File: src/bts_pkg.sv
// Shared types, constants and helper functions for the bilinear texel sampler.
`timescale 1ns / 1ps

package bts_pkg;

  localparam int MAX_SIDE    = 256;
  localparam int STORE_DEPTH = 65536;
  localparam int WEIGHT_BITS = 16;

  localparam int CFG_W     = 9;
  localparam int SIDE_W    = $clog2(MAX_SIDE);
  localparam int SIDE_CW   = SIDE_W + 1;
  localparam int ADDR_W    = $clog2(STORE_DEPTH);
  localparam int IN_ADDR_W = 16;
  localparam int COORD_W   = 17;
  localparam int FRAC_W    = 16;
  localparam int P_W       = COORD_W + SIDE_W;
  localparam int RB_W      = SIDE_W + SIDE_CW;
  localparam int AS_W      = RB_W + 1;
  localparam int CH_W      = 8;
  localparam int NUM_CH    = 3;
  localparam int NUM_TAPS  = 4;
  localparam int LERP_W    = WEIGHT_BITS + CH_W + 2;
  localparam int SUM_W     = LERP_W + WEIGHT_BITS + 1;

  localparam int QUEUE_DEPTH = 4;
  localparam int OUT_DEPTH   = 8;

  localparam logic [COORD_W-1:0] COORD_ONE  = COORD_W'(1) << FRAC_W;
  localparam logic [CFG_W-1:0]   SIDE_RESET = CFG_W'(MAX_SIDE);

  // channel slots inside a pixel
  localparam int CH_BLUE  = 0;
  localparam int CH_GREEN = 1;
  localparam int CH_RED   = 2;

  // neighbor taps
  localparam int TAP_00 = 0;
  localparam int TAP_10 = 1;
  localparam int TAP_01 = 2;
  localparam int TAP_11 = 3;

  typedef enum logic {
    OP_WRITE  = 1'b0,
    OP_SAMPLE = 1'b1
  } op_t;

  typedef enum logic [1:0] {
    REG_IMAGE_WIDTH  = 2'd0,
    REG_IMAGE_HEIGHT = 2'd1,
    REG_ROW_PITCH    = 2'd2
  } cfg_reg_t;

  typedef logic [NUM_CH-1:0][CH_W-1:0] pix_t;

  typedef struct packed {
    op_t                     op;
    logic [ADDR_W-1:0]       waddr;
    pix_t                    wpix;
    logic [SIDE_W-1:0]       u0;
    logic [SIDE_W-1:0]       u1;
    logic [SIDE_W-1:0]       v0;
    logic [SIDE_W-1:0]       v1;
    logic [WEIGHT_BITS-1:0]  wu;
    logic [WEIGHT_BITS-1:0]  wv;
  } q_item_t;

  function automatic logic [SIDE_CW-1:0] clamp_side(input logic [CFG_W-1:0] s);
    logic [SIDE_CW-1:0] r;
    if (s == '0) begin
      r = SIDE_CW'(1);
    end else if (int'(s) > MAX_SIDE) begin
      r = SIDE_CW'(MAX_SIDE);
    end else begin
      r = SIDE_CW'(s);
    end
    return r;
  endfunction

  // fraction rescaled to the weight width
  function automatic logic [WEIGHT_BITS-1:0] to_weight(input logic [FRAC_W-1:0] f);
    logic [WEIGHT_BITS+FRAC_W-1:0] t;
    t = {f, {WEIGHT_BITS{1'b0}}};
    return t[WEIGHT_BITS+FRAC_W-1:FRAC_W];
  endfunction

endpackage

File: src/bts_queue.sv
// Short first-word-fall-through queue between the front and back ends.
`timescale 1ns / 1ps

module bts_queue (
  input  logic              clk,
  input  logic              rst_n,
  input  logic              wr_valid,
  output logic              wr_ready,
  input  bts_pkg::q_item_t  wr_item,
  output logic              rd_valid,
  input  logic              rd_ready,
  output bts_pkg::q_item_t  rd_item
);

  localparam int PTR_W = $clog2(bts_pkg::QUEUE_DEPTH);
  localparam int CNT_W = $clog2(bts_pkg::QUEUE_DEPTH + 1);

  bts_pkg::q_item_t   mem_r [bts_pkg::QUEUE_DEPTH];
  logic [PTR_W-1:0]   wr_ptr_r;
  logic [PTR_W-1:0]   rd_ptr_r;
  logic [CNT_W-1:0]   cnt_r;
  logic               push;
  logic               pop;

  assign wr_ready = (cnt_r != CNT_W'(bts_pkg::QUEUE_DEPTH));
  assign rd_valid = (cnt_r != '0);
  assign rd_item  = mem_r[rd_ptr_r];
  assign push     = wr_valid && wr_ready;
  assign pop      = rd_valid && rd_ready;

  always_ff @(posedge clk) begin
    if (!rst_n) begin
      wr_ptr_r <= '0;
      rd_ptr_r <= '0;
      cnt_r    <= '0;
    end else begin
      if (push) begin
        wr_ptr_r <= wr_ptr_r + 1'b1;
      end
      if (pop) begin
        rd_ptr_r <= rd_ptr_r + 1'b1;
      end
      cnt_r <= cnt_r + CNT_W'(push) - CNT_W'(pop);
    end
  end

  always_ff @(posedge clk) begin
    if (push) begin
      mem_r[wr_ptr_r] <= wr_item;
    end
  end

endmodule

File: config.mk
export PLATFORM = sky130hd
export DESIGN_NAME = bts_queue
export DESIGN_NICKNAME = d
export VERILOG_FILES = /design/src/bts_pkg.sv /design/src/bts_queue.sv
export SDC_FILE = /design/constraint.sdc
export NUM_CORES = 1
export LEC_CHECK = 0
export BUFFER_PORTS_ARGS = -buffer_cell sky130_fd_sc_hd__buf_2
export CORE_UTILIZATION = 56
export CTS_CLUSTER_DIAMETER = 80
export CTS_CLUSTER_SIZE = 16
export DETAILED_ROUTE_END_ITERATION = 7
export PLACE_DENSITY = 0.88
export SYNTH_ARGS = -nofsm -noshare
export SYNTH_HDL_FRONTEND = slang
export SYNTH_SLANG_ARGS = --single-unit
File: constraint.sdc
create_clock -name clk -period 9.4 [get_ports clk]
set_clock_uncertainty 0.1 [all_clocks]
set_input_delay 0.94 -clock clk [delete_from_list [all_inputs] [get_ports clk]]
set_output_delay 0.94 -clock clk [all_outputs]
set_load 0.01 [all_outputs]
Word level (Yosys, flattened, before mapping)
Memories as Yosys holds them, arrays and structs flattened. A register that Yosys moved wholly into a read port is not among the register bits. Index checks and enable logic that the tools add are counted.

Equal/unequal tests: 1. Multiplexer cells: 4. Add/subtract/negate cells: 4. Reduce and logical (&&, ||, !) cells: 3.

Operators with widths (number): 2-bit by 1-bit adder with 2-bit output, second input constant (2); 2-bit two-way mux (2); 3-bit by 1-bit adder with 3-bit output (1); 3-bit inequality test, second input constant (1); 3-bit nonzero test (1); 3-bit by 1-bit subtractor with 3-bit output (1); 1-bit logical AND (2); 1-bit two-way mux (2).

Memories: 1. Flip-flop bits (word level): 7. Memory bits (writable): 420.

Memory list: mem_r (words 4, width 105, read ports 1, clocked after Yosys merged registers in 1, wr ports 1, RTL line bts_queue.sv:18) `bts_pkg::q_item_t mem_r [bts_pkg::QUEUE_DEPTH];`.

Depth between registers and ports, before layout
Gate-level depths: netlist of the first run.

Word-level depth: 4. Gate-level depth with buffers: 11. Depth with buffers taken out: 11.

Worst setup path before layout of the first run
OpenSTA, ideal clock, no wires.

Path type: input-to-reg. From: in wr_valid. To: mem mem_r[0][0] in the netlist's numbering, enable pin. Arrival: 3.799 ns. Buffers on the path: 0. Setup time: 0.476 ns. Path slack: 5.025 ns. Cell stages on the path: 2. Cell sequence: a21boi_1 > and2_1.

Cells in the longest elaborated chain, start to end: 3.

RTL lines: start: declaration (RTL line bts_queue.sv:7) `input logic wr_valid,`; 1-bit logical AND (RTL line bts_queue.sv:28) `assign push = wr_valid && wr_ready;`; 1-bit two-way mux (RTL line bts_queue.sv:48) `if (push) begin`; 1-bit two-way mux (not written as such) (RTL line bts_queue.sv:49) `mem_r[wr_ptr_r] <= wr_item;`; end: declaration (RTL line bts_queue.sv:18).

No other way between the ends.

==> results of run 1 <==
[layout by cell type (no fill, tap or decap)]
| cell | count |
|---|---|
| diode_2 | 4 |
| mux2i_1 | 2 |
| clkbuf_16 | 31 |
| a21boi_1 | 1 |
| buf_4 | 7 |
| nor2b_1 | 3 |
| o31a_1 | 1 |
| buf_2 | 215 |
| o311ai_0 | 1 |
| dfxtp_1 | 7 |
| clkinv_2 | 1 |
| fa_1 | 1 |
| ha_1 | 6 |
| clkbuf_1 | 24 |
| and2_4 | 4 |
| edfxtp_1 | 420 |
| or3_1 | 1 |
| xnor2_1 | 4 |
| nand2_1 | 5 |
| mux4_2 | 105 |
| dfxtp_4 | 2 |
| inv_1 | 5 |
| nor2_1 | 1 |
| and2_1 | 3 |
[cell type report]
cell class / instances / area (µm²) / area share [%]
Sequential cell: 429 / 12800 / 71.4
Multi-Input combinational cell: 138 / 2640 / 14.7
Timing Repair Buffer: 222 / 1130 / 6.29
Clock buffer: 55 / 866 / 4.83
Tap cell: 372 / 465 / 2.60
Inverter: 5 / 18.8 / 0.105
Antenna cell: 4 / 10.0 / 0.0558
Clock inverter: 1 / 5.00 / 0.0279
[power by group through the flow]
stage               Combinational (mW)  Sequential, mW  Clock, mW
floorplan                        0.723            2.41          0
global placement                  1.03            2.43          0
detailed placement                1.04            2.44          0
CTS                               1.05            2.40       1.23
global route                      1.11            2.41       1.29
finish                            1.03            2.40       1.21
[registers in the layout (all words and copies together) (netlist names), named ones only]
register  count
mem_r       420
rd_ptr_r      2
wr_ptr_r      2
cnt_r         3
[metrics by stage]
stage                     std cells  cell area, µm²  hold slack [ns]  setup slack (ns)  utilization, %
after floorplan                 597           15600            0.368              5.02               -
after global placement         1166           17100            0.388              5.77            62.8
after detailed placement       1166           17100            0.398              5.73            62.8
after CTS                      1222           17900            0.408              5.50            66.0
after global routing           1224           17900            0.441              5.40            66.0
final                          1226           17900            0.406              5.56            66.0
[cells by family after synthesis]
kind of cell    after synthesis
mux                         107
flops                       429
compound gates                3
simple gates                 17
fa+ha+maj                     7
xor+xnor                      4
buf+inv                      30
[layer usage]
metal | GRT usage [%] | vias to the layer above | wire [µm]
met1 | 29.2 | 3654 | 11700
met2 | 32.2 | 298 | 13900
met3 | 4.07 | 47 | 2260
met4 | 4.54 | 8 | 442
li1 | - | 3012 | -
met5 | 0 | - | 50
[worst max-delay path by stage]
stage | endpoint | slack [ns] | cells after the start
final | rd_item[11] | 5.56 | 3
after global routing | rd_item[36] | 5.40 | 3
after CTS | rd_item[36] | 5.50 | 3
after detailed placement | mem_r[0][31]$_DFFE_PP_ | 5.73 | 4
after global placement | mem_r[0][87]$_DFFE_PP_ | 5.77 | 4
after floorplan | mem_r[0][0]$_DFFE_PP_ | 5.02 | 2
[worst max-delay path: cells and delay by family, from the launching register on]
kind / cells / cell delay (ns)
buffers and inverters: 2 / 0.93
flip-flops: 1 / 0.80
multiplexers: 1 / 0.44
==> flow_summary.yaml, run 1 <==
logic_synthesis:
  synth_warnings: 0
  synth_area_per_cell_um2: 26.2
  synth_largest_area_cell: "edfxtp_1"
  synth_top_area_share_pct: 80.7
  yosys-top-cells-area: "edfxtp_1 (81%), mux4_2 (15%), dfxtp_1 (1.2%)"
  synth_edf_count: 420
  synth.most_common_cell: "edfxtp_1"
  synth.distinct_cells: 20
  synthesis.nets: 713
  ys_seq_area_share_pct: 81.9
  synthSimpleGateAreaFrac_pct: 0.585
  synth_compound_area_share_pct: 0.160
  synthArstFlopShare_pct: 0
  synthTopCellsByCount: "edfxtp_1 (420), mux4_2 (105), buf_2 (12)"
  synth_area_um2: 15600
  synth_top_family_by_area: "multiplexers"
  synth_top_flop_cell: "edfxtp_1"
  synth-seq-cells: 429
  synthXorXnorAreaFrac_pct: 0.224
  synth_adder_area_share_pct: 0.609
  synthMuxAreaShare_pct: 15.3
  syn_inst: 597
drt:
  dr.first_iter.drc_count: 708
  drt-pass1-iter-count: 7
  wirelength_mm: 28.3
  drt-vias-per-instance: 5.73
  wl_per_cell_um: 23.1
  dr_total_vias: 7019
  postRouteAntennaNets: 0
  post-route-drc-count: 0
setup_path:
  cp.arrival_ns: 2.80
  worstPathMaxFanout: 58
  reg2reg_depth: 4
  crit_type: "reg2out"
  r2r_start: "cnt_r[1]$_SDFF_PN0_"
  r2r_slack_ns: 6.24
  slowest_stage: "dfxtp_4"
  startpoint_type: "register"
  worst_setup_path_end_kind: "output pin"
  timing.rr.end: "mem_r[0][36]$_DFFE_PP_"
  required_ns: 8.36
  cp_slowest_stage_delay_ns: 0.80
  path_cells: "buf_4 -> mux4_2 -> buf_2"
power:
  p_switching_mw: 1.20
  power_density_nw_per_um2: 258
  p_clk_share_pct: 26.1
  combPwrFrac_pct: 22.2
  p_sw_share_pct: 26.0
  p_seq_share_pct: 51.8
  p_int_mw: 3.42
  peakVddDrop_mv: 0.215
  p_leak_nw: 5.91
  p_total_mw: 4.63
grt:
  grt_max_degree: 70
  antenna_found_initial: 6
  first_global_vias: 7235
  grtUsageTotal_pct: 20.1
  grt_overflow: 0
  grt_pass1_wl_mm: 42.7
floorplan:
  start_util_pct: 57.5
  ios: 216
  fp.dieW_um: 169
  die_area_um2: 28600
  design.core.area_um2: 27200
  fp.dieH_um: 169
  rows: 60
clock_network:
  cts_tree: "built"
  cts_buffer_depth: 3
  ctsResizeCount: 0
  clkLatencyLatePin_ns: 0.55
  h-tree-depth: 1
  cts_setup_buffers: 0
  clkTransAtPathRegs_ns: 0.07
  cts_sinks: 429
  ctsRootBufferMaster: "clkbuf_16"
  holdBufCountCts: 0
  cts_buffers: 30
sta:
  finalCritPeriodShare_pct: 40.8
  slew_viol_final: 0
  finalSetupViolations: 0
  relSlewSlack_pct: 30.0
  worst_pin_slew_ns: 1.05
  rsz0062_at_grt: "false"
  fmax_ghz: 0.261
  hold_viol: 0
  layout_min_cycle_time_ns: 3.84
  tns_ns: 0
min_path:
  hp-class: "reg2reg"
  hold_depth: 2
  hp-start: "wr_ptr_r[1]$_SDFFE_PN0P_"
  holdPathEnd: "wr_ptr_r[1]$_SDFFE_PN0P_"
cells_and_area:
  drive_gt1_share_pct: 42.9
  fin_nets: 942
  area_growth_pct: 14.8
  fill_cells: 1752
placement:
  dpl.hpwl_mm: 17.4
  port_buffers: 215
  gp_congestion: 0.736
flow_run:
  maxCapViolCount: 0
outcome:
  status: "finished clean"
Note: power is estimated with default switching activity, not from simulation.
==> run 2: changes to the inputs <==
clock period = 3.8 ns   (was 9.4 ns; I/O delays follow)
==> run 2 against run 1 <==
Largest power group unchanged. Critical path depth unchanged. Critical path type unchanged. Non-clock buffer count is 115 higher. Routed wire length grew 9.7%. Global-route usage rose by 1.9 points. Final cell count increased by 8.1%. Total power rose by 150%. Core utilization is 4.2 points higher. First-iteration DRC count down 10%. Register-to-register slack got worse by 5.2 ns. Count of clock-buffer cells in the layout is 13 lower. Hold slack lost 0.34 ns.
==> flow_summary.yaml, run 2 (synthesis results as in run 1) <==
placement:
  pre_cts_ws_ns: 1.03
  port_buffers: 215
  gp_congestion: 0.768
  dpl.hpwl_mm: 17.7
clock_network:
  clkTransAtPathRegs_ns: 0.07
  cts_buffers: 30
  ctsResizeCount: 0
  ctsRootBufferMaster: "clkbuf_16"
  cts_sinks: 429
  cts_tree: "built"
  h-tree-depth: 1
  cts_setup_buffers: 0
  clkLatencyLatePin_ns: 0.55
  cts_buffer_depth: 3
sta:
  hold_viol: 0
  fmax_ghz: 0.337
  worst_pin_slew_ns: 0.620
  finalSetupViolations: 0
  rsz0062_at_grt: "false"
  finalCritPeriodShare_pct: 78.1
  tns_ns: 0
  relSlewSlack_pct: 58.6
  layout_min_cycle_time_ns: 2.97
  worst_slack_ns: 0.831
  slew_viol_final: 0
floorplan:
  fp.dieW_um: 169
  design.core.area_um2: 27200
  ios: 216
  rows: 60
  die_area_um2: 28600
  fp.dieH_um: 169
  start_util_pct: 57.5
drt:
  wl_per_cell_um: 23.5
  drt-pass1-iter-count: 5
  wirelength_mm: 31.1
  dr.first_iter.drc_count: 634
  post-route-drc-count: 0
  dr_total_vias: 7486
  postRouteAntennaNets: 0
  drt-vias-per-instance: 5.65
cells_and_area:
  largest_register_ffs: 420
  area_growth_pct: 22.1
  fin_nets: 1057
  top_regs: "mem_r: 420 flops, cnt_r: 3 flops"
  largest_register: "mem_r"
  drive_gt1_share_pct: 39.4
  final_cell_mix: "edfxtp_1 (420), buf_2 (215), mux4_2 (105), dlygate4sd3_1 (105), clkbuf_16 (31)"
  final_common_cell: "edfxtp_1"
power:
  p_leak_nw: 6.40
  power_density_nw_per_um2: 605
  combPwrFrac_pct: 23.4
  p_switching_mw: 3.02
  p_clk_share_pct: 25.1
  peakVddDrop_mv: 0.465
  p_sw_share_pct: 26.1
  p_seq_share_pct: 51.5
  p_int_mw: 8.53
setup_path:
  cp_slowest_stage_delay_ns: 0.70
  worst_setup_path_end_kind: "output pin"
  required_ns: 3.32
  crit_type: "reg2out"
  cp.arrival_ns: 2.49
  worstPathMaxFanout: 24
  slowest_stage: "dfxtp_4"
  startpoint_type: "register"
  path_cells: "buf_4 -> mux4_2 -> buf_2"
grt:
  first_global_vias: 8099
  grt_max_degree: 52
  grtUsageTotal_pct: 22.0
  grt_pass1_wl_mm: 46.7
  grt_overflow: 0
  antenna_found_initial: 1
outcome:
  status: "finished clean"
min_path:
  hp-class: "in2reg"
flow_run:
  maxCapViolCount: 0
-- run 2: worst paths after layout --
kind | startpoint | end | slack, ns | depth (start not counted)
max reg2reg | cnt_r[1]$_SDFF_PN0_ | cnt_r[2]$_SDFF_PN0_ | 1.05 | 11
min | rst_n | register | 0.07 | 2
max | register | rd_item[84] | 0.83 | 3
min reg2reg | wr_ptr_r[0]$_SDFFE_PN0P_ | wr_ptr_r[0]$_SDFFE_PN0P_ | 0.41 | 2
-- run 2: final cells by class --
class                           count  area (µm²)
Antenna cell                        1        2.50
Clock buffer                       42         817
Clock inverter                      1        5.00
Fill cell                        1630        8100
Inverter                            5        18.8
Multi-Input combinational cell    138        2640
Sequential cell                   429       12800
Tap cell                          372         465
Timing Repair Buffer              337        2330
-- run 2: what timing repair did --
item,4_1_cts,5_1_grt
hold endpoints to repair,420,0
hold buffers,105,0
endpoints found under the setup margin,0,0
-- run 2: power groups by stage --
stage	Clock, mW	Sequential, mW	Combinational, mW
after floorplan	0	5.92	1.79
after global placement	0	6.02	2.59
after detailed placement	0	6.05	2.63
after CTS	2.94	5.95	2.73
after global routing	3.10	6.00	2.90
final	2.89	5.95	2.71
-- run 2: layer usage --
layer / global-route usage [%] / up-vias / wire length (µm)
met5: 0 / - / 0
met1: 28.0 / 3908 / 11800
met4: 5.56 / 0 / 728
li1: - / 3233 / -
met3: 4.65 / 50 / 2260
met2: 39.0 / 295 / 16300
-- run 2: critical path, delay by kind of cell (launching register included) --
family	cells	cell delay [ns]
flip-flops	1	0.70
multiplexers	1	0.59
buffers and inverters	2	0.64
-- run 2: per-stage QoR --
| step | area (µm²) | cells | hold slack, ns | total power [mW] | utilization [%] |
|---|---|---|---|---|---|
| after detailed placement | 17200 | 1176 | 0.403 | 8.68 | 63.3 |
| after CTS | 19100 | 1324 | 0.0276 | 11.6 | 70.2 |
| final | 19100 | 1325 | 0.0694 | 11.6 | 70.2 |
| after global placement | 17200 | 1176 | 0.387 | 8.60 | 63.3 |
| after global routing | 19100 | 1325 | 0.0739 | 12.0 | 70.2 |
| after floorplan | 15600 | 597 | 0.368 | 7.71 | - |
