[src/bts_pkg.sv]
// Shared types, constants and helper functions for the bilinear texel sampler.
`timescale 1ns / 1ps

package bts_pkg;

  localparam int MAX_SIDE    = 256;
  localparam int STORE_DEPTH = 65536;
  localparam int WEIGHT_BITS = 16;

  localparam int CFG_W     = 9;
  localparam int SIDE_W    = $clog2(MAX_SIDE);
  localparam int SIDE_CW   = SIDE_W + 1;
  localparam int ADDR_W    = $clog2(STORE_DEPTH);
  localparam int IN_ADDR_W = 16;
  localparam int COORD_W   = 17;
  localparam int FRAC_W    = 16;
  localparam int P_W       = COORD_W + SIDE_W;
  localparam int RB_W      = SIDE_W + SIDE_CW;
  localparam int AS_W      = RB_W + 1;
  localparam int CH_W      = 8;
  localparam int NUM_CH    = 3;
  localparam int NUM_TAPS  = 4;
  localparam int LERP_W    = WEIGHT_BITS + CH_W + 2;
  localparam int SUM_W     = LERP_W + WEIGHT_BITS + 1;

  localparam int QUEUE_DEPTH = 4;
  localparam int OUT_DEPTH   = 8;

  localparam logic [COORD_W-1:0] COORD_ONE  = COORD_W'(1) << FRAC_W;
  localparam logic [CFG_W-1:0]   SIDE_RESET = CFG_W'(MAX_SIDE);

  // channel slots inside a pixel
  localparam int CH_BLUE  = 0;
  localparam int CH_GREEN = 1;
  localparam int CH_RED   = 2;

  // neighbor taps
  localparam int TAP_00 = 0;
  localparam int TAP_10 = 1;
  localparam int TAP_01 = 2;
  localparam int TAP_11 = 3;

  typedef enum logic {
    OP_WRITE  = 1'b0,
    OP_SAMPLE = 1'b1
  } op_t;

  typedef enum logic [1:0] {
    REG_IMAGE_WIDTH  = 2'd0,
    REG_IMAGE_HEIGHT = 2'd1,
    REG_ROW_PITCH    = 2'd2
  } cfg_reg_t;

  typedef logic [NUM_CH-1:0][CH_W-1:0] pix_t;

  typedef struct packed {
    op_t                     op;
    logic [ADDR_W-1:0]       waddr;
    pix_t                    wpix;
    logic [SIDE_W-1:0]       u0;
    logic [SIDE_W-1:0]       u1;
    logic [SIDE_W-1:0]       v0;
    logic [SIDE_W-1:0]       v1;
    logic [WEIGHT_BITS-1:0]  wu;
    logic [WEIGHT_BITS-1:0]  wv;
  } q_item_t;

  function automatic logic [SIDE_CW-1:0] clamp_side(input logic [CFG_W-1:0] s);
    logic [SIDE_CW-1:0] r;
    if (s == '0) begin
      r = SIDE_CW'(1);
    end else if (int'(s) > MAX_SIDE) begin
      r = SIDE_CW'(MAX_SIDE);
    end else begin
      r = SIDE_CW'(s);
    end
    return r;
  endfunction

  // fraction rescaled to the weight width
  function automatic logic [WEIGHT_BITS-1:0] to_weight(input logic [FRAC_W-1:0] f);
    logic [WEIGHT_BITS+FRAC_W-1:0] t;
    t = {f, {WEIGHT_BITS{1'b0}}};
    return t[WEIGHT_BITS+FRAC_W-1:FRAC_W];
  endfunction

endpackage

[src/bts_front.sv]
// Front end: accepts requests, saturates and scales coordinates, splits indices and weights.
`timescale 1ns / 1ps

module bts_front (
  input  logic                            clk,
  input  logic                            rst_n,
  input  logic                            in_valid,
  output logic                            in_ready,
  input  bts_pkg::op_t                    in_op,
  input  logic [bts_pkg::IN_ADDR_W-1:0]   in_addr,
  input  bts_pkg::pix_t                   in_pix,
  input  logic [bts_pkg::COORD_W-1:0]     in_u,
  input  logic [bts_pkg::COORD_W-1:0]     in_v,
  input  logic [bts_pkg::SIDE_CW-1:0]     width_side,
  input  logic [bts_pkg::SIDE_CW-1:0]     height_side,
  output logic                            q_valid,
  input  logic                            q_ready,
  output bts_pkg::q_item_t                q_item
);

  logic                           f1_valid_r;
  bts_pkg::op_t                   f1_op_r;
  logic [bts_pkg::ADDR_W-1:0]     f1_waddr_r;
  bts_pkg::pix_t                  f1_pix_r;
  logic [bts_pkg::P_W-1:0]        f1_pu_r;
  logic [bts_pkg::P_W-1:0]        f1_pv_r;

  logic [bts_pkg::SIDE_W-1:0]     smu;
  logic [bts_pkg::SIDE_W-1:0]     smv;
  logic [bts_pkg::COORD_W-1:0]    u_sat;
  logic [bts_pkg::COORD_W-1:0]    v_sat;
  logic [bts_pkg::P_W-1:0]        pu_nxt;
  logic [bts_pkg::P_W-1:0]        pv_nxt;
  logic [bts_pkg::SIDE_W:0]       bu_raw;
  logic [bts_pkg::SIDE_W:0]       bv_raw;
  logic [bts_pkg::SIDE_W-1:0]     u0;
  logic [bts_pkg::SIDE_W-1:0]     v0;

  assign smu = bts_pkg::SIDE_W'(width_side - 1'b1);
  assign smv = bts_pkg::SIDE_W'(height_side - 1'b1);

  assign u_sat = (in_u > bts_pkg::COORD_ONE) ? bts_pkg::COORD_ONE : in_u;
  assign v_sat = (in_v > bts_pkg::COORD_ONE) ? bts_pkg::COORD_ONE : in_v;

  assign pu_nxt = bts_pkg::P_W'(u_sat) * bts_pkg::P_W'(smu);
  assign pv_nxt = bts_pkg::P_W'(v_sat) * bts_pkg::P_W'(smv);

  assign in_ready = !f1_valid_r || q_ready;

  always_ff @(posedge clk) begin
    if (!rst_n) begin
      f1_valid_r <= 1'b0;
    end else if (in_ready) begin
      f1_valid_r <= in_valid;
    end
  end

  always_ff @(posedge clk) begin
    if (in_ready && in_valid) begin
      f1_op_r    <= in_op;
      f1_waddr_r <= bts_pkg::ADDR_W'(in_addr);
      f1_pix_r   <= in_pix;
      f1_pu_r    <= pu_nxt;
      f1_pv_r    <= pv_nxt;
    end
  end

  // base index is clamped to the last column/row, next index likewise
  assign bu_raw = f1_pu_r[bts_pkg::P_W-1:bts_pkg::FRAC_W];
  assign bv_raw = f1_pv_r[bts_pkg::P_W-1:bts_pkg::FRAC_W];
  assign u0 = (bu_raw > {1'b0, smu}) ? smu : bu_raw[bts_pkg::SIDE_W-1:0];
  assign v0 = (bv_raw > {1'b0, smv}) ? smv : bv_raw[bts_pkg::SIDE_W-1:0];

  always_comb begin
    q_item.op    = f1_op_r;
    q_item.waddr = f1_waddr_r;
    q_item.wpix  = f1_pix_r;
    q_item.u0    = u0;
    q_item.u1    = (u0 == smu) ? smu : u0 + 1'b1;
    q_item.v0    = v0;
    q_item.v1    = (v0 == smv) ? smv : v0 + 1'b1;
    q_item.wu    = bts_pkg::to_weight(f1_pu_r[bts_pkg::FRAC_W-1:0]);
    q_item.wv    = bts_pkg::to_weight(f1_pv_r[bts_pkg::FRAC_W-1:0]);
  end

  assign q_valid = f1_valid_r;

endmodule

[config.mk]
export PLATFORM = sky130hd
export DESIGN_NAME = bts_front
export DESIGN_NICKNAME = d
export VERILOG_FILES = /design/src/bts_pkg.sv /design/src/bts_front.sv
export SDC_FILE = /design/constraint.sdc
export NUM_CORES = 1
export LEC_CHECK = 0
export BUFFER_PORTS_ARGS = -buffer_cell sky130_fd_sc_hd__buf_4
export CAP_MARGIN = 40
export CORE_MARGIN = 2
export CORE_UTILIZATION = 40
export CTS_CLUSTER_DIAMETER = 120
export DETAILED_ROUTE_END_ITERATION = 16
export PLACE_DENSITY_LB_ADDON = 0.08
export SYNTH_ARGS = -nofsm -noshare
export SYNTH_HDL_FRONTEND = slang
export SYNTH_SLANG_ARGS = --single-unit
[constraint.sdc]
create_clock -name clk -period 9.6 [get_ports clk]
set_clock_uncertainty 0.1 [all_clocks]
set_input_delay 1.92 -clock clk [delete_from_list [all_inputs] [get_ports clk]]
set_output_delay 1.92 -clock clk [all_outputs]
set_load 0.02 [all_outputs]
# Word level (Yosys, flattened, before mapping)
# Index checks and enable logic that the tools add are counted.
[totals]
reg_bits = 92
latch_bits = 0
mem_bits_rw = 0
romBits = 0
in_bits = 97
output_inout_bits = 107
elab_cells = 29
mem_count = 0
[op_classes]
n_addsub = 4
multipliers = 2
n_div = 0
magnitude_cmp = 4
eq_ne = 2
shift = 0
n_mux = 6
bitwise = 0
n_reduce_logical = 3
[ops]
columns = ["cell", "n"]
rows = [
  ["17-bit by 8-bit multiplier with 25-bit output", 2],
  ["17-bit > comparator (second input constant)", 2],
  ["17-bit two-way mux", 2],
  ["8-bit two-way mux", 4],
  ["9-bit by 8-bit > comparator with 1-bit output", 2],
  ["8-bit by 1-bit adder with 8-bit output (second input constant)", 2],
  ["8-bit == test", 2],
  ["8-bit by 1-bit subtractor with 8-bit output (second input constant)", 2],
  ["1-bit logical AND", 1],
  ["1-bit logical NOT", 1],
  ["1-bit logical OR", 1],
]

# Logic depth before layout (Yosys ltp)
# Gate-level depths: netlist of run 1.
[depth]
depth_word = 5
ltp_mapped = 25
ltp_nobuf = 24

# Worst setup path after synthesis of run 1
# OpenSTA, ideal clock, no wires.
[synth_path]
path_kind = "in2out"
from = "input width_side[0] in the netlist's numbering"
to = "output q_item[52] in the netlist's numbering"
t_arrival_ns = 5.942
required_ns = 7.580
path_slack_ns = 1.638
path_stages = 17
path_buffers = 2
cell_sequence = "buf_2 inv_1 ha_1 nor3b_1 nand2_1 xor2_1 ha_1 a21o_1 a211o_1 a2111oi_4 nor2_1 clkbuf_1 a21oi_1 ha_1 nand3b_1 xor2_1 mux2i_1"
[synth_rtl]
columns = ["item", "line", "rtl"]
rows = [
  ["start: declaration", "bts_front.sv:14", "input logic [bts_pkg::SIDE_CW-1:0] width_side,"],
  ["end: declaration", "bts_front.sv:18", "output bts_pkg::q_item_t q_item"],
]

# Final worst setup path of run 1
[layout_path]
from = "input width_side[3] in the netlist's numbering"
to = "register f1_pu_r[24] in the netlist's numbering, data pin"
[layout_via]
elab_chain_cells = 2
[layout_lines]
columns = ["item", "line", "rtl"]
rows = [
  ["8-bit by 1-bit subtractor with 8-bit output", "bts_front.sv:39", "assign smu = bts_pkg::SIDE_W'(width_side - 1'b1);"],
  ["17-bit by 8-bit multiplier with 25-bit output", "bts_front.sv:45", "assign pu_nxt = bts_pkg::P_W'(u_sat) * bts_pkg::P_W'(smu);"],
  ["net pu_nxt (one bit)", "bts_front.sv:32", "logic [bts_pkg::P_W-1:0] pu_nxt;"],
  ["end signal: assignment", "bts_front.sv:63", "f1_pu_r <= pu_nxt;"],
  ["end: declaration", "bts_front.sv:25", "logic [bts_pkg::P_W-1:0] f1_pu_r;"],
]
# The timed path passes the listed nets, and every way through them passes these cells.
# A chain may end at the register's enable or synchronous reset.

==> impl_results.md, run 1 <==
- Status: completed
- Wire per inst: 16.4 um
- IO buf count: 201
- Total wire length: 32300 um
- Initial antenna violation count: 0
- First-pass GRT wire length: 51800 um
- Crit path depth: 24
- Ports: 204
- WP buf/inv: 6
- CP startpoint kind: primary input
- Final ANT Viol Nets: 0
- Drt initial violations: 353
- Worst r2r src: q_valid$_SDFFE_PN0N_
- Fillcell total: 3143
- Crit. End Element: register
- Via count: 9542
- Pleak: 7.53 nW
- Clock sink total: 92
- Critical Path RT: 9600 ps
- DP Area: 15100 um^2
- Design area: 15400 um^2
- Min Hold Slack: 459 ps
- Via/cell ratio: 4.84
- Vias in the first global route: 9779
- Cell Int Power: 1.53 mW
- Synthesis-to-finish area growth: 17.2%
- Skew-Pair Late Insertion Delay: 350 ps
- Most used cell, CP: fa_1
- Worst min-delay path class: register to register
- Non-filler cells, final: 1971
- RePlAce Congestion: 0.842
- Setup bufs post-CTS: 0
- Max cap viols: 0
- # hold bufs at CTS: 0
- Setup ws final: 1320 ps
- Highest-count cells in the layout ignoring fill and taps: inv_1 (231), and2_1 (228), buf_4 (228)
- Flops & latches, synth: 92
- ANT cells: 0
- Initial Util: 0.405
- Layout cells sized above 1: 0.167
- Design Power: 2.74 mW
- Fin crit period: 8280 ps
- Final core occ: 0.474
- Crit path to: f1_pu_r[24]$_DFFE_PP_
- CTS tree: built
- Max clock buf depth: 2
- Most common cell after layout, fill and taps aside: inv_1
- TritonCTS buffer count: 9
- Synth Flop Type: edfxtp_1
- Yosys warning count: 0
- Core area: 32400 um^2
- Synth async-reset ratio: 0
- CP max stage cell: or4_4
- Final setup vio count: 0
- Post-synthesis average cell area: 9.79 um^2
- Die Width: 185 um
- Worst Path Max Fanout: 10
- Switching share of total power: 0.442
- P_sw: 1.21 mW
- Pre-CTS setup slack: 931 ps
- Placed insts: 1955
- CP startpoint: width_side[3]
- Final Hold Vio Count: 0
- Max Slew Vio Count: 0
- Reg clk slew, reported paths: 70 ps
- Final TNS setup: 0 ps
- CP Cell Sequence: buf_4 > or4_4 > nor4_1 > xnor2_1 > buf_4 > nor2_1 > buf_4 > nand2_1 > fa_1 > inv_1 > fa_1 > fa_1 > inv_1 > fa_1 > inv_1 > ha_1 > a21oi_1 > o211ai_1 > and3_1 > or3_1 > and3_1 > a2111oi_2 > a21oi_1 > xnor2_1
- R2r endpoint: f1_pu_r[4]$_DFFE_PP_
- Number of synthesized flops with an enable pin: 91
- WP data arrival: 8280 ps
- CTS resizes: 0
- Root buffer cell: clkbuf_16
- Die Area: 34200 um^2
- Peak VDD IR: 0.0000942 V
- Pre-antenna DRT Iters: 4
- CP top delay family: simple AND/OR/NAND/NOR gates
- CP max stage delay: 550 ps
- Reg2reg path depth: 3
- Worst-margin pin slew: 810 ps
- Syn_nets: 1726
- Post-synth cell types: 55
- Unrepaired setup endpoints after global routing: false
- Gr usage total: 0.195
- Max_slew headroom: 0.453
- Largest net degree at the start of global routing: 66
- Cell Rows: 66
- Nets: 1911
- Clock power share: 0.137
- F_max: 121 MHz
- Die height: 185 um
- H-tree Lvls: 3
- Pwr dens: 179 nW/um^2
- Ratio of final minimum period to clock period: 0.863
- Hpwl dp: 26400 um
- Sequential fraction of the synthesis area: 0.210
- Grt ovf: 0
- Logic pwr share: 0.630
- WS Path Type: primary input to register
- Flop-to-flop setup slack: 7530 ps
- Flop pwr share: 0.233
- Cells after synthesis: 1339
- Synth Cell Area: 13100 um^2
- Residual DRC: 0
==> worst min path at each step <==
stage | from | to | slack, ps | cells past startpoint
3_3_place_gp | q_valid$_SDFFE_PN0N_ | q_valid$_SDFFE_PN0N_ | 430 | 2
4_1_cts | q_valid$_SDFFE_PN0N_ | q_valid$_SDFFE_PN0N_ | 460 | 2
2_1_floorplan | q_valid$_SDFFE_PN0N_ | q_valid$_SDFFE_PN0N_ | 650 | 2
6_report | q_valid$_SDFFE_PN0N_ | q_valid$_SDFFE_PN0N_ | 460 | 2
3_5_place_dp | q_valid$_SDFFE_PN0N_ | q_valid$_SDFFE_PN0N_ | 450 | 2
5_1_grt | q_valid$_SDFFE_PN0N_ | q_valid$_SDFFE_PN0N_ | 480 | 2
==> registers in the layout, summed over array words and instances (netlist names) <==
signal,flops
f1_op_r,1
q_item,24
f1_pu_r,25
q_valid,1
f1_pv_r,25
f1_waddr_r,16
==> power groups by stage <==
| stage | combinational, mW | clock (mW) | sequential, mW |
|---|---|---|---|
| final | 1.73 | 0.376 | 0.639 |
| after global routing | 1.94 | 0.408 | 0.649 |
| after CTS | 1.75 | 0.392 | 0.640 |
| after detailed placement | 1.74 | 0 | 0.649 |
| after global placement | 1.72 | 0 | 0.650 |
| after floorplan | 1.25 | 0 | 0.637 |
==> Yosys cell counts, drive strengths merged, types with 5 or more instances <==
master / instances / area share
nor3: 14 / 0.0057
nor2: 78 / 0.023
and3: 12 / 0.0057
and2: 229 / 0.11
fa: 180 / 0.27
nor4: 12 / 0.0057
a21o: 13 / 0.0074
or3: 5 / 0.0024
a31oi: 5 / 0.0024
nand2: 61 / 0.017
inv: 231 / 0.066
nand2b: 6 / 0.0029
xnor2: 52 / 0.035
o211ai: 8 / 0.0046
a21oi: 45 / 0.017
nand3: 8 / 0.0031
buf: 37 / 0.020
o21ai: 21 / 0.0080
o21a: 7 / 0.0040
a211oi: 5 / 0.0029
mux2i: 19 / 0.015
xor2: 23 / 0.015
clkbuf: 18 / 0.0052
ha: 110 / 0.11
edfxtp: 91 / 0.21
nor2b: 6 / 0.0029
==> cell families (layout without fill, tap and decap cells) <==
group | after synthesis | count (layout) | synth area share
AOI/OAI and AO/OA | 129 | 129 | 0.0646
xor gates and xnor gates | 75 | 75 | 0.0507
adders and majority gates | 290 | 290 | 0.380
buffers and inverters | 286 | 476 | 0.0917
DFF | 92 | 92 | 0.210
muxes | 20 | 20 | 0.0154
and+or+nand+nor | 447 | 447 | 0.188
==> final cells by class <==
cell class / count / area [um^2] / area share
clock buffers: 10 / 229 / 0.0149
multi-input cells: 961 / 9160 / 0.596
well taps: 442 / 553 / 0.0360
flip-flops and latches: 92 / 2750 / 0.179
repair buffers: 229 / 1720 / 0.112
inverters: 231 / 867 / 0.0565
clock inverters: 6 / 76.3 / 0.00497
==> worst reg2reg max path: stages (launching register included) <==
cell,delay (ps)
dfxtp_1,310
nand2b_1,110
and2_4,400
buf_4,720
==> per-layer routing <==
layer  up-vias  track usage  part of all wire
li1       4620            -                 -
met5         -            0                 0
met1      4751        0.264              0.46
met3        22       0.0244             0.037
met2       149        0.336              0.49
met4         0       0.0394             0.014
(Power assumes the default switching activity.)
==> run 2: changes to the inputs <==
--- a/config.mk
+++ b/config.mk
@@ -5,10 +5,11 @@
 export SDC_FILE = /design/constraint.sdc
 export NUM_CORES = 1
 export LEC_CHECK = 0
-export BUFFER_PORTS_ARGS = -buffer_cell sky130_fd_sc_hd__buf_4
+export ABC_CLOCK_PERIOD_IN_PS = 9600
+export BUFFER_PORTS_ARGS = -buffer_cell sky130_fd_sc_hd__buf_2
 export CAP_MARGIN = 40
 export CORE_MARGIN = 2
-export CORE_UTILIZATION = 40
+export CORE_UTILIZATION = 60
 export CTS_CLUSTER_DIAMETER = 120
 export DETAILED_ROUTE_END_ITERATION = 16
 export PLACE_DENSITY_LB_ADDON = 0.08
==> impl_results.md, run 2 (same netlist as run 1, synthesis figures left out) <==
- Status: completed
- ANT cells: 0
- Reg clk slew, reported paths: 80 ps
- Worst Path Max Fanout: 10
- Min Hold Slack: 468 ps
- CP startpoint: in_u[0]
- Crit path to: f1_pu_r[24]$_DFFE_PP_
- Peak VDD IR: 0.000142 V
- Non-filler cells, final: 1810
- Pwr dens: 179 nW/um^2
- Reg2reg path depth: 4
- Initial Util: 0.606
- Grt ovf: 0
- Layout cells sized above 1: 0.168
- H-tree Lvls: 3
- Hpwl dp: 24400 um
- Wire per inst: 16.3 um
- RePlAce Congestion: 0.930
- Design area: 14700 um^2
- CTS tree: built
- Final Hold Vio Count: 0
- Pleak: 7.37 nW
- TritonCTS buffer count: 9
- Synthesis-to-finish area growth: 12.0%
- Final core occ: 0.679
- WHS Path Cells: 2
- Fin crit period: 8170 ps
- Final setup vio count: 0
- WP data arrival: 8170 ps
- Final TNS setup: 0 ps
- Die Width: 152 um
- Die height: 152 um
- Ports: 204
- F_max: 122 MHz
- Nets: 1912
- Die Area: 23000 um^2
- Ratio of final minimum period to clock period: 0.851
- Skew-Pair Late Insertion Delay: 340 ps
- First-pass GRT wire length: 49600 um
- Residual DRC: 0
- Clock sink total: 92
- Via count: 9766
- Core area: 21600 um^2
- Max cap viols: 0
- Root buffer cell: clkbuf_16
- Crit. End Element: register
- Setup bufs post-CTS: 0
- Max Slew Vio Count: 0
- Vias in the first global route: 9964
- Placed insts: 1794
- CTS resizes: 0
- Highest-count cells in the layout ignoring fill and taps: inv_1 (231), and2_1 (228), buf_2 (201)
- Worst-margin pin slew: 767 ps
- Worst min-delay path class: register to register
- CP startpoint kind: primary input
- Gr usage total: 0.264
- Initial antenna violation count: 0
- R2r endpoint: f1_pv_r[18]$_DFFE_PP_
- Flop-to-flop setup slack: 7820 ps
- Largest net degree at the start of global routing: 64
- Total wire length: 29600 um
- Via/cell ratio: 5.40
- Critical Path RT: 9600 ps
- Worst r2r src: q_valid$_SDFFE_PN0N_
- Unrepaired setup endpoints after global routing: false
- Most common cell after layout, fill and taps aside: inv_1
- Pre-antenna DRT Iters: 5
- DP Area: 14400 um^2
- Fillcell total: 1794
- Max clock buf depth: 2
- Max_slew headroom: 0.482
- IO buf count: 201
- Final ANT Viol Nets: 0
- WS Path Type: primary input to register
- Cell Rows: 54
- Drt initial violations: 410
- # hold bufs at CTS: 0
## run 2: per-stage QoR
step	setup slack [ps]	power (mW)
2_1_floorplan	1640	1.88
3_3_place_gp	1090	2.23
3_5_place_dp	1050	2.27
4_1_cts	1410	2.64
5_1_grt	1070	2.86
6_report	1430	2.62
## run 2: layout make-up
class / count / area, um^2 / share of cell area
clock buffer: 9 / 225 / 0.0153
tap: 280 / 350 / 0.0239
inverter: 231 / 867 / 0.0591
timing repair buffer: 230 / 1240 / 0.0847
clock inverter: 7 / 88.8 / 0.00605
sequential: 92 / 2750 / 0.187
multi-input combinational: 961 / 9160 / 0.624
## run 2: worst max-delay path, stage by stage
cell       delay [ps]
buf_2             150
nor4_1            410
a41oi_1           400
nor2_1            680
and2_1            250
fa_1              430
fa_1              500
fa_1              490
inv_1              50
fa_1              470
inv_1              40
ha_1              310
a21oi_1           340
o211ai_1          200
and3_1            200
or3_1             400
and3_1            180
a2111oi_2         450
a21oi_1           140
xnor2_1           150
## run 2: per-layer routing
layer / vias to the layer above / global-route usage / routed length [um]
li1: 4621 / - / -
met1: 4818 / 0.362 / 12900
met2: 290 / 0.447 / 14500
met3: 37 / 0.0425 / 1580
met4: 0 / 0.0583 / 500
met5: - / 0 / 0
## run 2: how the worst min path moves through the flow
stage                                    start                    to
after floorplan           q_valid$_SDFFE_PN0N_  q_valid$_SDFFE_PN0N_
after global placement    q_valid$_SDFFE_PN0N_  q_valid$_SDFFE_PN0N_
after detailed placement  q_valid$_SDFFE_PN0N_  q_valid$_SDFFE_PN0N_
after CTS                 q_valid$_SDFFE_PN0N_  q_valid$_SDFFE_PN0N_
after global routing      q_valid$_SDFFE_PN0N_  q_valid$_SDFFE_PN0N_
final                     q_valid$_SDFFE_PN0N_  q_valid$_SDFFE_PN0N_
## run 2: power by group
part	switching, mW	internal (mW)	total (mW)	leakage (nW)
Clock	0.170	0.189	0.359	0.153
Combinational	0.969	0.661	1.63	6.32
Sequential	0.0534	0.579	0.633	0.894
Total	1.19	1.43	2.62	7.37
==> run 3: changes to the inputs <==
--- a/config.mk
+++ b/config.mk
@@ -9,7 +9,7 @@
 export BUFFER_PORTS_ARGS = -buffer_cell sky130_fd_sc_hd__buf_2
 export CAP_MARGIN = 40
 export CORE_MARGIN = 2
-export CORE_UTILIZATION = 60
+export CORE_UTILIZATION = 45
 export CTS_CLUSTER_DIAMETER = 120
 export DETAILED_ROUTE_END_ITERATION = 16
 export PLACE_DENSITY_LB_ADDON = 0.08
==> impl_results.md, run 3 (same netlist as run 1, synthesis figures left out) <==
- Status: completed
- Via count: 9658
- Total wire length: 31500 um
- Non-filler cells, final: 1914
- Core area: 28700 um^2
- WP data arrival: 8180 ps
- Pre-CTS setup slack: 1160 ps
- Die height: 175 um
- Pleak: 7.35 nW
- Initial antenna violation count: 0
- Largest net degree at the start of global routing: 64
- CP top delay family: adder cells
- Fillcell total: 2768
- First-pass GRT wire length: 51800 um
- Grt ovf: 0
- Max cap viols: 0
- Crit. End Element: register
- Wire per inst: 16.5 um
- TritonCTS buffer count: 9
- Reg clk slew, reported paths: 70 ps
- Max clock buf depth: 2
- Unrepaired setup endpoints after global routing: false
- Via/cell ratio: 5.05
- Nets: 1912
- Pwr dens: 177 nW/um^2
- RePlAce Congestion: 0.826
- Critical Path RT: 9580 ps
- Highest-count cells in the layout ignoring fill and taps: inv_1 (231), and2_1 (228), buf_2 (201)
- CP Cell Sequence: buf_2 > nor4_1 > a41oi_1 > nor2_1 > and2_1 > fa_1 > fa_1 > fa_1 > inv_1 > fa_1 > inv_1 > ha_1 > a21oi_1 > o211ai_1 > and3_1 > or3_1 > and3_1 > a2111oi_2 > a21oi_1 > xnor2_1
- Max Slew Vio Count: 0
- Hpwl dp: 25500 um
- Residual DRC: 0
- Reg area: 2750 um^2
- Drt initial violations: 407
- Ports: 204
- Initial Util: 0.457
- Vias in the first global route: 9917
- Design area: 14800 um^2
- Die Area: 30500 um^2
- CTS resizes: 0
- Design Power: 2.62 mW
- WP buf/inv: 3
- Synthesis-to-finish area growth: 12.7%
- Fin crit period: 8200 ps
- IO buf count: 201
- # hold bufs at CTS: 0
- Final TNS setup: 0 ps
- Layout cells sized above 1: 0.167
- WS Path Type: primary input to register
- Gr usage total: 0.212
- CP max stage delay: 570 ps
- Most used cell, CP: fa_1
- Worst Path Max Fanout: 9
- Area of the multi-input gates: 9160 um^2
- Peak VDD IR: 0.0000989 V
- H-tree Lvls: 3
- Cell Rows: 62
- Clock sink total: 92
- Worst min-delay path class: register to register
- CP startpoint kind: primary input
- Worst-margin pin slew: 796 ps
- Final ANT Viol Nets: 0
- Max_slew headroom: 0.462
- F_max: 122 MHz
- ANT cells: 0
- CTS tree: built
- Final Hold Vio Count: 0
- CP max stage cell: nor2_1
- Pre-antenna DRT Iters: 4
- Placed insts: 1898
- Final setup vio count: 0
- Setup ws final: 1400 ps
- Setup bufs post-CTS: 0
- Root buffer cell: clkbuf_16
- Ratio of final minimum period to clock period: 0.854
- DP Area: 14500 um^2
- Skew-Pair Late Insertion Delay: 340 ps
- Die Width: 175 um
- Most common cell after layout, fill and taps aside: inv_1
-- run 3: cell types whose count changed in the layout (fill, tap and decap cells not counted), sizes merged --
| cell | previous run | this run |
|---|---|---|
| clkbuf | 9 | 10 |
| clkinv | 3 | 2 |
| clkinvlp | 0 | 2 |
| inv | 235 | 233 |
-- run 3: tightest hold or removal path, cell delays in order (launching register included) --
cell	delay, ps
dfxtp_1	310
nand2b_1	100
a21boi_0	90
-- run 3: report_power, final --
group | internal [mW] | switching, mW
Combinational | 0.664 | 0.978
Clock | 0.178 | 0.158
Sequential | 0.580 | 0.0579
-- run 3: worst paths after layout --
kind                                              end  slack [ps]  cells after the start            startpoint
worst min-delay path             q_valid$_SDFFE_PN0N_         450                      2  q_valid$_SDFFE_PN0N_
worst max-delay path            f1_pu_r[24]$_DFFE_PP_        1400                     20               in_u[0]
worst max register to register  f1_pv_r[21]$_DFFE_PP_        7810                      4  q_valid$_SDFFE_PN0N_
worst min register to register   q_valid$_SDFFE_PN0N_         450                      2  q_valid$_SDFFE_PN0N_
-- run 3: layer usage --
| metal | global-route usage | routed length [um] | up-vias |
|---|---|---|---|
| met5 | 0 | 0 | - |
| met4 | 0.0410 | 391 | 0 |
| met3 | 0.0320 | 1430 | 19 |
| met2 | 0.353 | 15000 | 215 |
| met1 | 0.297 | 14700 | 4803 |
| li1 | - | - | 4621 |
-- run 3: metrics by stage --
stage               hold WS, ps  utilization
global route                465        0.515
global placement            414        0.503
CTS                         440        0.515
detailed placement          429        0.505
finish                      446        0.515
floorplan                   650            -
-- run 3: area by class of cell --
cell class / count / area share
Clock buffer: 10 / 0.0155
Clock inverter: 6 / 0.00313
Inverter: 231 / 0.0587
Multi-Input combinational cell: 961 / 0.620
Sequential cell: 92 / 0.186
Tap cell: 384 / 0.0325
Timing Repair Buffer: 230 / 0.0842
